==> src/design/rss_pkg.sv <==
package rss_pkg;

   // Sample and accumulator geometry.
   localparam int SAMPLE_BITS = 16;
   localparam int VAL_BITS    = SAMPLE_BITS - 1;
   localparam int COUNT_BITS  = 16;
   localparam int MAX_TERMS   = 65535;
   localparam int SUM_BITS    = VAL_BITS + COUNT_BITS;
   localparam int SUMSQ_BITS  = 2 * VAL_BITS + COUNT_BITS;
   localparam int SQ_BITS     = 2 * SUM_BITS;
   localparam int OUT_BITS    = 15;

   // Shared divider: the square of the sum is the widest dividend.
   localparam int DVD_BITS     = SQ_BITS;
   localparam int DIV_CNT_BITS = $clog2(DVD_BITS + 1);

   // Square root over the variance.
   localparam int RAD_BITS  = SUMSQ_BITS + 1;
   localparam int ROOT_BITS = (SUMSQ_BITS + 1) / 2;
   localparam int SQRT_TOP  = 2 * ((SUMSQ_BITS - 1) / 2);

   typedef enum logic [1:0] {
      DIV_MEAN,
      DIV_SQUARE,
      DIV_VAR
   } div_sel_type;

   typedef struct packed {
      logic        accum;
      logic        square;
      logic        div_start;
      div_sel_type div_sel;
      logic        root_start;
      logic        load_out;
   } dp_cmd_type;

   typedef struct packed {
      logic sample_neg;
      logic count_zero;
      logic count_lt2;
      logic div_done;
      logic root_done;
   } dp_status_type;

endpackage

==> src/design/rss_req_if.sv <==
interface rss_req_if;
   import rss_pkg::*;

   logic                          valid;
   logic                          ready;
   logic signed [SAMPLE_BITS-1:0] sample;

   modport source (output valid, output sample, input ready);
   modport sink (input valid, input sample, output ready);

endinterface

==> src/design/rss_rsp_if.sv <==
interface rss_rsp_if;
   import rss_pkg::*;

   logic                  valid;
   logic                  ready;
   logic [COUNT_BITS-1:0] term_count;
   logic [OUT_BITS-1:0]   minimum;
   logic [OUT_BITS-1:0]   maximum;
   logic [OUT_BITS-1:0]   mean_value;
   logic [OUT_BITS-1:0]   std_dev;
   logic                  std_valid;
   logic                  overflow_flag;

   modport source (output valid, output term_count, output minimum, output maximum,
                   output mean_value, output std_dev, output std_valid,
                   output overflow_flag, input ready);
   modport sink (input valid, input term_count, input minimum, input maximum,
                 input mean_value, input std_dev, input std_valid,
                 input overflow_flag, output ready);

endinterface

==> src/design/running_sample_statistics_core.sv <==
// Running statistics over lists of signed Q8.8 samples. Every non-negative
// sample is a one-cycle transfer that updates the count, sum, sum of squares,
// minimum and maximum; samples past 65535 in one list are dropped and flagged.
// A negative sample closes the list: the block stops taking samples and runs
// the mean division, the sum-squared division and the variance division (all
// on one shared restoring divider) and then a square root. A list of one
// sample needs only the mean division, and an empty list none, before its
// result is loaded. The result sits in an output register, so sampling of
// the next list resumes while it waits to be taken.
module running_sample_statistics_core (
   input  logic       clock,
   input  logic       reset,
   rss_req_if.sink    req_bus,
   rss_rsp_if.source  rsp_bus
);
   import rss_pkg::*;

   dp_cmd_type    cmd;
   dp_status_type status;

   rss_ctrl u_ctrl (
      .clock     (clock),
      .reset     (reset),
      .req_valid (req_bus.valid),
      .req_ready (req_bus.ready),
      .rsp_valid (rsp_bus.valid),
      .rsp_ready (rsp_bus.ready),
      .status    (status),
      .cmd       (cmd)
   );

   rss_datapath u_datapath (
      .clock         (clock),
      .reset         (reset),
      .cmd           (cmd),
      .status        (status),
      .sample        (req_bus.sample),
      .term_count    (rsp_bus.term_count),
      .minimum       (rsp_bus.minimum),
      .maximum       (rsp_bus.maximum),
      .mean_value    (rsp_bus.mean_value),
      .std_dev       (rsp_bus.std_dev),
      .std_valid     (rsp_bus.std_valid),
      .overflow_flag (rsp_bus.overflow_flag)
   );

endmodule

==> src/design/rss_divider.sv <==
module rss_divider (
   input  logic                          clock,
   input  logic                          reset,
   input  logic                          start,
   input  logic [rss_pkg::DVD_BITS-1:0]   dividend,
   input  logic [rss_pkg::COUNT_BITS-1:0] divisor,
   output logic                          done,
   output logic [rss_pkg::DVD_BITS-1:0]   quotient
);
   import rss_pkg::*;

   logic                    busy_ff;
   logic                    done_ff;
   logic [DIV_CNT_BITS-1:0] cnt_ff;
   logic [COUNT_BITS-1:0]   rem_ff;
   logic [COUNT_BITS-1:0]   rem_in;
   logic [COUNT_BITS-1:0]   dsr_ff;
   logic [DVD_BITS-1:0]     dq_ff;
   logic [DVD_BITS-1:0]     dq_in;
   logic [COUNT_BITS:0]     trial;
   logic [COUNT_BITS:0]     diff;
   logic                    ge;

   // Restoring division, one quotient bit per cycle. The dividend shifts out
   // at the top of dq_ff while quotient bits shift in at the bottom.
   always_comb begin
      trial  = {rem_ff, dq_ff[DVD_BITS-1]};
      ge     = (trial >= {1'b0, dsr_ff});
      diff   = trial - {1'b0, dsr_ff};
      rem_in = ge ? diff[COUNT_BITS-1:0] : trial[COUNT_BITS-1:0];
      dq_in  = {dq_ff[DVD_BITS-2:0], ge};
   end

   always_ff @(posedge clock) begin
      if (reset) begin
         busy_ff <= 1'b0;
         done_ff <= 1'b0;
         cnt_ff  <= '0;
      end else begin
         done_ff <= 1'b0;
         if (start) begin
            busy_ff <= 1'b1;
            cnt_ff  <= DIV_CNT_BITS'(DVD_BITS);
         end else if (busy_ff) begin
            cnt_ff <= cnt_ff - 1'b1;
            if (cnt_ff == DIV_CNT_BITS'(1)) begin
               busy_ff <= 1'b0;
               done_ff <= 1'b1;
            end
         end
      end
   end

   always_ff @(posedge clock) begin
      if (start) begin
         rem_ff <= '0;
         dq_ff  <= dividend;
         dsr_ff <= divisor;
      end else if (busy_ff) begin
         rem_ff <= rem_in;
         dq_ff  <= dq_in;
      end
   end

   assign done     = done_ff;
   assign quotient = dq_ff;

endmodule

==> src/design/rss_sqrt.sv <==
module rss_sqrt (
   input  logic                          clock,
   input  logic                          reset,
   input  logic                          start,
   input  logic [rss_pkg::SUMSQ_BITS-1:0] radicand,
   output logic                          done,
   output logic [rss_pkg::ROOT_BITS-1:0]  root
);
   import rss_pkg::*;

   logic                  busy_ff;
   logic                  done_ff;
   logic [SUMSQ_BITS-1:0] rem_ff;
   logic [SUMSQ_BITS-1:0] rem_in;
   logic [RAD_BITS-1:0]   res_ff;
   logic [RAD_BITS-1:0]   res_in;
   logic [RAD_BITS-1:0]   bit_ff;
   logic [RAD_BITS-1:0]   bit_in;
   logic [RAD_BITS-1:0]   trial;
   logic [RAD_BITS-1:0]   diff;
   logic                  ge;

   // Digit-by-digit square root, one result bit per cycle.
   always_comb begin
      trial  = res_ff + bit_ff;
      ge     = ({1'b0, rem_ff} >= trial);
      diff   = {1'b0, rem_ff} - trial;
      rem_in = ge ? diff[SUMSQ_BITS-1:0] : rem_ff;
      res_in = ge ? ((res_ff >> 1) + bit_ff) : (res_ff >> 1);
      bit_in = bit_ff >> 2;
   end

   always_ff @(posedge clock) begin
      if (reset) begin
         busy_ff <= 1'b0;
         done_ff <= 1'b0;
      end else begin
         done_ff <= 1'b0;
         if (start) begin
            busy_ff <= 1'b1;
         end else if (busy_ff && (bit_in == '0)) begin
            busy_ff <= 1'b0;
            done_ff <= 1'b1;
         end
      end
   end

   always_ff @(posedge clock) begin
      if (start) begin
         rem_ff <= radicand;
         res_ff <= '0;
         bit_ff <= RAD_BITS'(1) << SQRT_TOP;
      end else if (busy_ff) begin
         rem_ff <= rem_in;
         res_ff <= res_in;
         bit_ff <= bit_in;
      end
   end

   assign done = done_ff;
   assign root = res_ff[ROOT_BITS-1:0];

endmodule

==> src/design/rss_datapath.sv <==
module rss_datapath (
   input  logic                           clock,
   input  logic                           reset,
   input  rss_pkg::dp_cmd_type            cmd,
   output rss_pkg::dp_status_type         status,
   input  logic [rss_pkg::SAMPLE_BITS-1:0] sample,
   output logic [rss_pkg::COUNT_BITS-1:0]  term_count,
   output logic [rss_pkg::OUT_BITS-1:0]    minimum,
   output logic [rss_pkg::OUT_BITS-1:0]    maximum,
   output logic [rss_pkg::OUT_BITS-1:0]    mean_value,
   output logic [rss_pkg::OUT_BITS-1:0]    std_dev,
   output logic                           std_valid,
   output logic                           overflow_flag
);
   import rss_pkg::*;

   logic [COUNT_BITS-1:0] count_ff;
   logic [SUM_BITS-1:0]   sum_ff;
   logic [SUMSQ_BITS-1:0] sumsq_ff;
   logic [VAL_BITS-1:0]   min_ff;
   logic [VAL_BITS-1:0]   max_ff;
   logic                  ovf_ff;

   logic [SQ_BITS-1:0]    sq_ff;
   logic [VAL_BITS-1:0]   mean_ff;
   logic [SUMSQ_BITS-1:0] qsq_ff;
   logic [SUMSQ_BITS-1:0] var_ff;
   logic [ROOT_BITS-1:0]  sd_ff;

   logic [COUNT_BITS-1:0] out_count_ff;
   logic [OUT_BITS-1:0]   out_min_ff;
   logic [OUT_BITS-1:0]   out_max_ff;
   logic [OUT_BITS-1:0]   out_mean_ff;
   logic [OUT_BITS-1:0]   out_sd_ff;
   logic                  out_sd_valid_ff;
   logic                  out_ovf_ff;

   logic [VAL_BITS-1:0]   raw;
   logic [2*VAL_BITS-1:0] raw_sq;
   logic [SQ_BITS-1:0]    sum_sq;
   logic [SUMSQ_BITS-1:0] num;
   logic [DVD_BITS-1:0]   div_dividend;
   logic [COUNT_BITS-1:0] div_divisor;
   logic                  div_done;
   logic [DVD_BITS-1:0]   div_quotient;
   logic                  root_done;
   logic [ROOT_BITS-1:0]  root;
   logic                  count_zero;
   logic                  count_lt2;
   logic                  count_full;

   assign raw        = sample[VAL_BITS-1:0];
   assign raw_sq     = raw * raw;
   assign sum_sq     = sum_ff * sum_ff;
   assign count_zero = (count_ff == '0);
   assign count_lt2  = (count_ff < COUNT_BITS'(2));
   assign count_full = (count_ff >= COUNT_BITS'(MAX_TERMS));

   // The sum of squares is never below the square term, but clamp anyway.
   assign num = (sumsq_ff >= qsq_ff) ? (sumsq_ff - qsq_ff) : '0;

   always_comb begin
      case (cmd.div_sel)
         DIV_MEAN: begin
            div_dividend = DVD_BITS'(sum_ff);
            div_divisor  = count_ff;
         end
         DIV_SQUARE: begin
            div_dividend = DVD_BITS'(sq_ff);
            div_divisor  = count_ff;
         end
         DIV_VAR: begin
            div_dividend = DVD_BITS'(num);
            div_divisor  = count_ff - 1'b1;
         end
         default: begin
            div_dividend = '0;
            div_divisor  = count_ff;
         end
      endcase
   end

   rss_divider u_divider (
      .clock    (clock),
      .reset    (reset),
      .start    (cmd.div_start),
      .dividend (div_dividend),
      .divisor  (div_divisor),
      .done     (div_done),
      .quotient (div_quotient)
   );

   rss_sqrt u_sqrt (
      .clock    (clock),
      .reset    (reset),
      .start    (cmd.root_start),
      .radicand (var_ff),
      .done     (root_done),
      .root     (root)
   );

   // Accumulators for the current list; they clear when its result is loaded.
   always_ff @(posedge clock) begin
      if (reset || cmd.load_out) begin
         count_ff <= '0;
         sum_ff   <= '0;
         sumsq_ff <= '0;
         min_ff   <= '0;
         max_ff   <= '0;
         ovf_ff   <= 1'b0;
      end else if (cmd.accum) begin
         if (count_full) begin
            ovf_ff <= 1'b1;
         end else begin
            count_ff <= count_ff + 1'b1;
            sum_ff   <= sum_ff + SUM_BITS'(raw);
            sumsq_ff <= sumsq_ff + SUMSQ_BITS'(raw_sq);
            if (count_zero || (raw < min_ff)) begin
               min_ff <= raw;
            end
            if (count_zero || (raw > max_ff)) begin
               max_ff <= raw;
            end
         end
      end
   end

   always_ff @(posedge clock) begin
      if (cmd.square) begin
         sq_ff <= sum_sq;
      end
      if (div_done) begin
         case (cmd.div_sel)
            DIV_MEAN:   mean_ff <= div_quotient[VAL_BITS-1:0];
            DIV_SQUARE: qsq_ff  <= div_quotient[SUMSQ_BITS-1:0];
            DIV_VAR:    var_ff  <= div_quotient[SUMSQ_BITS-1:0];
            default:    mean_ff <= mean_ff;
         endcase
      end
      if (root_done) begin
         sd_ff <= root;
      end
   end

   always_ff @(posedge clock) begin
      if (cmd.load_out) begin
         out_count_ff    <= count_ff;
         out_min_ff      <= OUT_BITS'(min_ff);
         out_max_ff      <= OUT_BITS'(max_ff);
         out_mean_ff     <= count_zero ? '0 : OUT_BITS'(mean_ff);
         out_sd_ff       <= count_lt2 ? '0 : OUT_BITS'(sd_ff);
         out_sd_valid_ff <= ~count_lt2;
         out_ovf_ff      <= ovf_ff;
      end
   end

   assign status.sample_neg = sample[SAMPLE_BITS-1];
   assign status.count_zero = count_zero;
   assign status.count_lt2  = count_lt2;
   assign status.div_done   = div_done;
   assign status.root_done  = root_done;

   assign term_count    = out_count_ff;
   assign minimum       = out_min_ff;
   assign maximum       = out_max_ff;
   assign mean_value    = out_mean_ff;
   assign std_dev       = out_sd_ff;
   assign std_valid     = out_sd_valid_ff;
   assign overflow_flag = out_ovf_ff;

endmodule

==> src/design/rss_ctrl.sv <==
module rss_ctrl (
   input  logic                   clock,
   input  logic                   reset,
   input  logic                   req_valid,
   output logic                   req_ready,
   output logic                   rsp_valid,
   input  logic                   rsp_ready,
   input  rss_pkg::dp_status_type status,
   output rss_pkg::dp_cmd_type    cmd
);
   import rss_pkg::*;

   typedef enum logic [3:0] {
      ST_IDLE,
      ST_MEAN_GO,
      ST_MEAN_WAIT,
      ST_QSQ_GO,
      ST_QSQ_WAIT,
      ST_VAR_GO,
      ST_VAR_WAIT,
      ST_ROOT_GO,
      ST_ROOT_WAIT,
      ST_DELIVER
   } state_type;

   state_type state_ff;
   state_type state_in;
   logic      rsp_valid_ff;
   logic      rsp_valid_in;
   logic      req_xfer;

   assign req_ready = (state_ff == ST_IDLE);
   assign req_xfer  = req_valid && req_ready;
   assign rsp_valid = rsp_valid_ff;

   always_comb begin
      state_in       = state_ff;
      rsp_valid_in   = rsp_valid_ff && !rsp_ready;
      cmd            = '0;
      cmd.div_sel    = DIV_MEAN;
      case (state_ff)
         ST_IDLE: begin
            if (req_xfer) begin
               if (!status.sample_neg) begin
                  cmd.accum = 1'b1;
               end else if (status.count_zero) begin
                  state_in = ST_DELIVER;
               end else begin
                  state_in = ST_MEAN_GO;
               end
            end
         end
         ST_MEAN_GO: begin
            // The square of the sum is taken while the mean division runs.
            cmd.square    = 1'b1;
            cmd.div_start = 1'b1;
            state_in      = ST_MEAN_WAIT;
         end
         ST_MEAN_WAIT: begin
            if (status.div_done) begin
               state_in = status.count_lt2 ? ST_DELIVER : ST_QSQ_GO;
            end
         end
         ST_QSQ_GO: begin
            cmd.div_sel   = DIV_SQUARE;
            cmd.div_start = 1'b1;
            state_in      = ST_QSQ_WAIT;
         end
         ST_QSQ_WAIT: begin
            cmd.div_sel = DIV_SQUARE;
            if (status.div_done) begin
               state_in = ST_VAR_GO;
            end
         end
         ST_VAR_GO: begin
            cmd.div_sel   = DIV_VAR;
            cmd.div_start = 1'b1;
            state_in      = ST_VAR_WAIT;
         end
         ST_VAR_WAIT: begin
            cmd.div_sel = DIV_VAR;
            if (status.div_done) begin
               state_in = ST_ROOT_GO;
            end
         end
         ST_ROOT_GO: begin
            cmd.root_start = 1'b1;
            state_in       = ST_ROOT_WAIT;
         end
         ST_ROOT_WAIT: begin
            if (status.root_done) begin
               state_in = ST_DELIVER;
            end
         end
         ST_DELIVER: begin
            // Wait until the output register is free or being emptied.
            if (!rsp_valid_ff || rsp_ready) begin
               cmd.load_out = 1'b1;
               rsp_valid_in = 1'b1;
               state_in     = ST_IDLE;
            end
         end
         default: begin
            state_in = ST_IDLE;
         end
      endcase
   end

   always_ff @(posedge clock) begin
      if (reset) begin
         state_ff     <= ST_IDLE;
         rsp_valid_ff <= 1'b0;
      end else begin
         state_ff     <= state_in;
         rsp_valid_ff <= rsp_valid_in;
      end
   end

endmodule

==> src/flat_wrapper.sv <==
// flat-port wrapper written by rule: the top's interface ports become plain ports
module running_sample_statistics_core_flat import rss_pkg::*;
  (clock, reset, req_bus_valid, req_bus_sample, req_bus_ready, rsp_bus_valid, rsp_bus_term_count, rsp_bus_minimum, rsp_bus_maximum, rsp_bus_mean_value, rsp_bus_std_dev, rsp_bus_std_valid, rsp_bus_overflow_flag, rsp_bus_ready);
  rss_req_if req_bus_i ();
  rss_rsp_if rsp_bus_i ();
  input  logic clock;
  input  logic reset;
  input wire logic [$bits(req_bus_i.valid)-1:0] req_bus_valid;
  input wire logic [$bits(req_bus_i.sample)-1:0] req_bus_sample;
  output wire logic [$bits(req_bus_i.ready)-1:0] req_bus_ready;
  output wire logic [$bits(rsp_bus_i.valid)-1:0] rsp_bus_valid;
  output wire logic [$bits(rsp_bus_i.term_count)-1:0] rsp_bus_term_count;
  output wire logic [$bits(rsp_bus_i.minimum)-1:0] rsp_bus_minimum;
  output wire logic [$bits(rsp_bus_i.maximum)-1:0] rsp_bus_maximum;
  output wire logic [$bits(rsp_bus_i.mean_value)-1:0] rsp_bus_mean_value;
  output wire logic [$bits(rsp_bus_i.std_dev)-1:0] rsp_bus_std_dev;
  output wire logic [$bits(rsp_bus_i.std_valid)-1:0] rsp_bus_std_valid;
  output wire logic [$bits(rsp_bus_i.overflow_flag)-1:0] rsp_bus_overflow_flag;
  input wire logic [$bits(rsp_bus_i.ready)-1:0] rsp_bus_ready;
  assign req_bus_i.valid = req_bus_valid;
  assign req_bus_i.sample = req_bus_sample;
  assign req_bus_ready = req_bus_i.ready;
  assign rsp_bus_valid = rsp_bus_i.valid;
  assign rsp_bus_term_count = rsp_bus_i.term_count;
  assign rsp_bus_minimum = rsp_bus_i.minimum;
  assign rsp_bus_maximum = rsp_bus_i.maximum;
  assign rsp_bus_mean_value = rsp_bus_i.mean_value;
  assign rsp_bus_std_dev = rsp_bus_i.std_dev;
  assign rsp_bus_std_valid = rsp_bus_i.std_valid;
  assign rsp_bus_overflow_flag = rsp_bus_i.overflow_flag;
  assign rsp_bus_i.ready = rsp_bus_ready;
  running_sample_statistics_core u_core (.clock(clock), .reset(reset), .req_bus(req_bus_i), .rsp_bus(rsp_bus_i));
endmodule
==> config.mk <==
export PLATFORM = sky130hd
export DESIGN_NAME = running_sample_statistics_core_flat
export DESIGN_NICKNAME = d
export VERILOG_FILES = /design/src/design/rss_pkg.sv /design/src/design/rss_req_if.sv /design/src/design/rss_rsp_if.sv /design/src/design/running_sample_statistics_core.sv /design/src/design/rss_divider.sv /design/src/design/rss_sqrt.sv /design/src/design/rss_datapath.sv /design/src/design/rss_ctrl.sv /design/src/flat_wrapper.sv
export SDC_FILE = /design/constraint.sdc
export NUM_CORES = 2
export LEC_CHECK = 0
export BUFFER_PORTS_ARGS = -buffer_cell sky130_fd_sc_hd__buf_2
export CORE_MARGIN = 3
export CORE_UTILIZATION = 35
export CTS_CLUSTER_DIAMETER = 40
export CTS_CLUSTER_SIZE = 16
export DETAILED_ROUTE_END_ITERATION = 7
export PLACE_DENSITY = 0.51
export SLEW_MARGIN = 20
export SYNTH_ARGS = -nofsm -noshare
export SYNTH_HDL_FRONTEND = slang
export SYNTH_SLANG_ARGS = --single-unit
==> constraint.sdc <==
create_clock -name clock -period 9.2 [get_ports clock]
set_input_delay 1.38 -clock clock [delete_from_list [all_inputs] [get_ports clock]]
set_output_delay 1.38 -clock clock [all_outputs]
set_load 0.005 [all_outputs]
==> impl_metrics.yaml <==
placed_design:
  dp_hpwl_mm: 152
  port_buffers: 99
  gp_congestion: 0.888
die:
  coreArea_um2: 190000
  io_pins: 100
  start_util: 0.353
  core.rowCount: 160
  die_x_um: 444
  fp.dieH_um: 444
  dieArea_um2: 197000
sta:
  setup_tns_ns: 0
  slew_viol_final: 0
  setup_violations: 0
  finClkSkew_ns: 0.0770
  fmax_mhz: 116
  rsz0062_at_grt: "false"
  fin_crit_ns: 8.66
  slew-limit-headroom: 0.264
  max_slew.worst_pin.slew_ns: 1.10
  finalHoldViolations: 0
  finalCritPeriodShare: 0.941
clock_network:
  holdBufCountCts: 0
  numCtsBuffers: 115
  clkSinkCount: 610
  clk_latency_ns: 0.75
  cts_tree: "built"
  root_buffer: "clkbuf_16"
  cts-htree-levels: 3
  clkTransAtPathRegs_ns: 0.06
  clock_path_buffers: 3
pwr:
  power_uw: 14200
  leakagePower_uw: 0.0355
  ir_worst_vdd_uv: 298
  pwr_density_cell_nw_per_um2: 191
grt:
  grt_overflow: 0
  grt_pass1_wl_mm: 306
  antenna_found_initial: 2
  grt_max_degree: 86
  grt_use_total: 0.198
  grt_pass1_vias: 51900
yosys:
  async_reset_ff_frac: 0
  synth_area_per_cell_um2: 9.54
  netlist_area_um2: 67100
  synth_edf_count: 385
  synth_cell_types: 89
  seq_area_frac_synth: 0.239
  synthCells: 7034
  synth-seq-cells: 610
  synth_warnings: 0
  synthFlopType: "edfxtp_1"
  synth_nets: 8536
layout:
  drive_gt1_frac: 0.0698
  area_delta_synth_final_pct: 11.4
  nNetsFinal: 8586
  utilization: 0.393
setup_path:
  r2r_cells: 24
  endpoint_kind: "flop"
  start_kind: "flop"
  path_max_fanout: 11
  crit_type: "reg -> reg"
  cp_data_arrival_time_ns: 9.16
  required_ns: 9.71
routing:
  drt-total-wl_mm: 192
  wl_per_cell_um: 19.8
  firstDrtPassIters: 7
  antenna_left: 0
  via_per_inst: 5.04
  drt_first_iter_violations: 3255
  num_vias: 48900
  drc: 0
outcome:
  status: "finished clean"
hold_path:
  worstHoldPathCells: 0
  hp-class: "reg -> reg"
job:
  cap_violations: 0
## per-layer routing
metal,up-vias,GRT usage,share of wire
met5,-,0,0
met4,0,0.0458,0.021
met3,218,0.0272,0.052
met2,1130,0.325,0.46
met1,24400,0.276,0.46
li1,23100,-,-
## where the power goes
| part | leakage, uW | switching [uW] | internal [uW] |
|---|---|---|---|
| clock | 0.00193 | 1720 | 2630 |
| sequential | 0.00537 | 448 | 3560 |
| combinational | 0.0282 | 3520 | 2360 |
## synth_stat cells, types with 13 or more instances
master,instances,area (um^2)
nand3_1,105,526
o21bai_1,24,180
xor2_1,165,1450
and2_1,282,1760
nand4_1,67,419
a21oi_1,330,1650
a21o_1,128,961
inv_1,1287,4830
nor2b_1,53,332
a31oi_1,63,394
fa_1,915,18300
o21a_1,41,308
a31o_2,21,184
dfxtp_1,225,4500
or2_2,14,87.6
nor3_1,63,315
ha_1,567,7090
and3_1,60,375
nand2b_1,25,156
a221oi_1,42,368
clkbuf_1,263,987
nor2_1,388,1460
a211oi_1,61,458
o211ai_1,26,195
o31ai_1,34,255
xnor2_1,171,1500
nand3b_1,13,97.6
o21ai_0,265,1330
edfxtp_1,385,11600
nand2_1,637,2390
nor4_1,22,138
mux2i_1,71,711
## state kept, by name, summed over array words and instances, names as in the netlist, 23 cells and up
name	count
u_core.u_datapath.sq_ff	61
u_core.u_datapath.u_sqrt.rem_ff	46
u_core.u_datapath.u_divider.quotient	62
u_core.u_datapath.sumsq_ff	46
u_core.u_datapath.u_sqrt.res_ff	47
u_core.u_datapath.qsq_ff	46
u_core.u_datapath.sum_ff	31
u_core.u_datapath.u_sqrt.bit_ff	23
u_core.u_datapath.var_ff	46
## cells in the final DEF, fill, tap and decap left out, drive strengths merged, types with 13 or more instances in the layout
cell type / instances
o21ai: 276
xnor2: 171
o21a: 41
edfxtp: 385
a31oi: 64
a221oi: 43
nand2b: 25
and3: 60
or2: 16
nand3: 105
dfxtp: 225
clkinvlp: 14
nor3: 63
fa: 915
clkinv: 40
nand2: 637
o211ai: 26
nor2: 388
and2: 282
nand3b: 13
a21oi: 332
xor2: 166
clkbuf: 125
ha: 567
a31o: 22
inv: 1326
nor2b: 53
o31ai: 35
buf: 214
o21bai: 24
mux2i: 71
a21o: 128
a211oi: 62
nand4: 67
nor4: 23
## cells by family (layout without fill, tap and decap cells)
| family | after synthesis | after routing | share of synthesized area |
|---|---|---|---|
| fa+ha+maj | 1482 | 1482 | 0.379 |
| buf+inv | 1574 | 1727 | 0.0885 |
| simple gates | 1783 | 1783 | 0.126 |
| flops | 610 | 610 | 0.239 |
| xor+xnor | 337 | 337 | 0.0441 |
| mux | 80 | 80 | 0.0121 |
| compound gates | 1168 | 1168 | 0.111 |
| other cells | 0 | 2 | 0 |
## metrics by stage
stage / instances / hold WS [ns] / worst slack (ns) / area [um^2]
after detailed placement: 9478 / 0.446 / 0.251 / 70700
final: 9700 / 0.452 / 0.544 / 74800
after CTS: 9698 / 0.447 / 0.277 / 74800
after global placement: 9478 / 0.445 / 0.394 / 70700
after global routing: 9699 / 0.463 / 0.115 / 74800
after floorplan: 7034 / 0.406 / 0.837 / 67100
## final timing paths
check,from,end,slack (ns)
worst min register to register,u_core.u_datapath.max_ff[9]$_SDFFE_PP0P_,u_core.u_datapath.maximum[9]$_DFFE_PP_,0.45
worst max-delay path,u_core.u_datapath.sum_ff[19]$_SDFFE_PP0P_,u_core.u_datapath.sq_ff[54]$_DFFE_PP_,0.54
worst min-delay path,u_core.u_datapath.max_ff[9]$_SDFFE_PP0P_,u_core.u_datapath.maximum[9]$_DFFE_PP_,0.45
worst max register to register,u_core.u_datapath.sum_ff[19]$_SDFFE_PP0P_,u_core.u_datapath.sq_ff[54]$_DFFE_PP_,0.54
## final cells by class
type	count	area [um^2]
diodes	2	5.00
clock buffers	125	2950
clock inverters	95	1110
fillers	18900	116000
inverters	1293	4850
multi-input cells	4850	45300
flip-flops and latches	610	16100
well taps	2511	3140
repair buffers	214	1380
## critical path, stage by stage, from the launching register on
cell and delay [ns]:
dfxtp_1 0.74, and2_1 0.27, fa_1 0.45, fa_1 0.56, inv_1 0.06, fa_1 0.54, inv_1 0.08, fa_1 0.51
inv_1 0.06, fa_1 0.55, fa_1 0.43, fa_1 0.46, fa_1 0.50, inv_1 0.04, ha_1 0.40, a21oi_1 0.29
o21ai_0 0.21, a211oi_1 0.55, a211oi_1 0.15, a211oi_1 0.22, o21ai_1 0.24, a41oi_2 0.39, o21bai_1 0.15, and3_1 0.21
a2111oi_0 0.35
## timing repair
action,4_1_cts,5_1_grt
gates resized for setup,0,5
endpoints found under the setup margin,0,3
setup buffers,0,0
No activity file was read; power rests on OpenSTA's default activity.
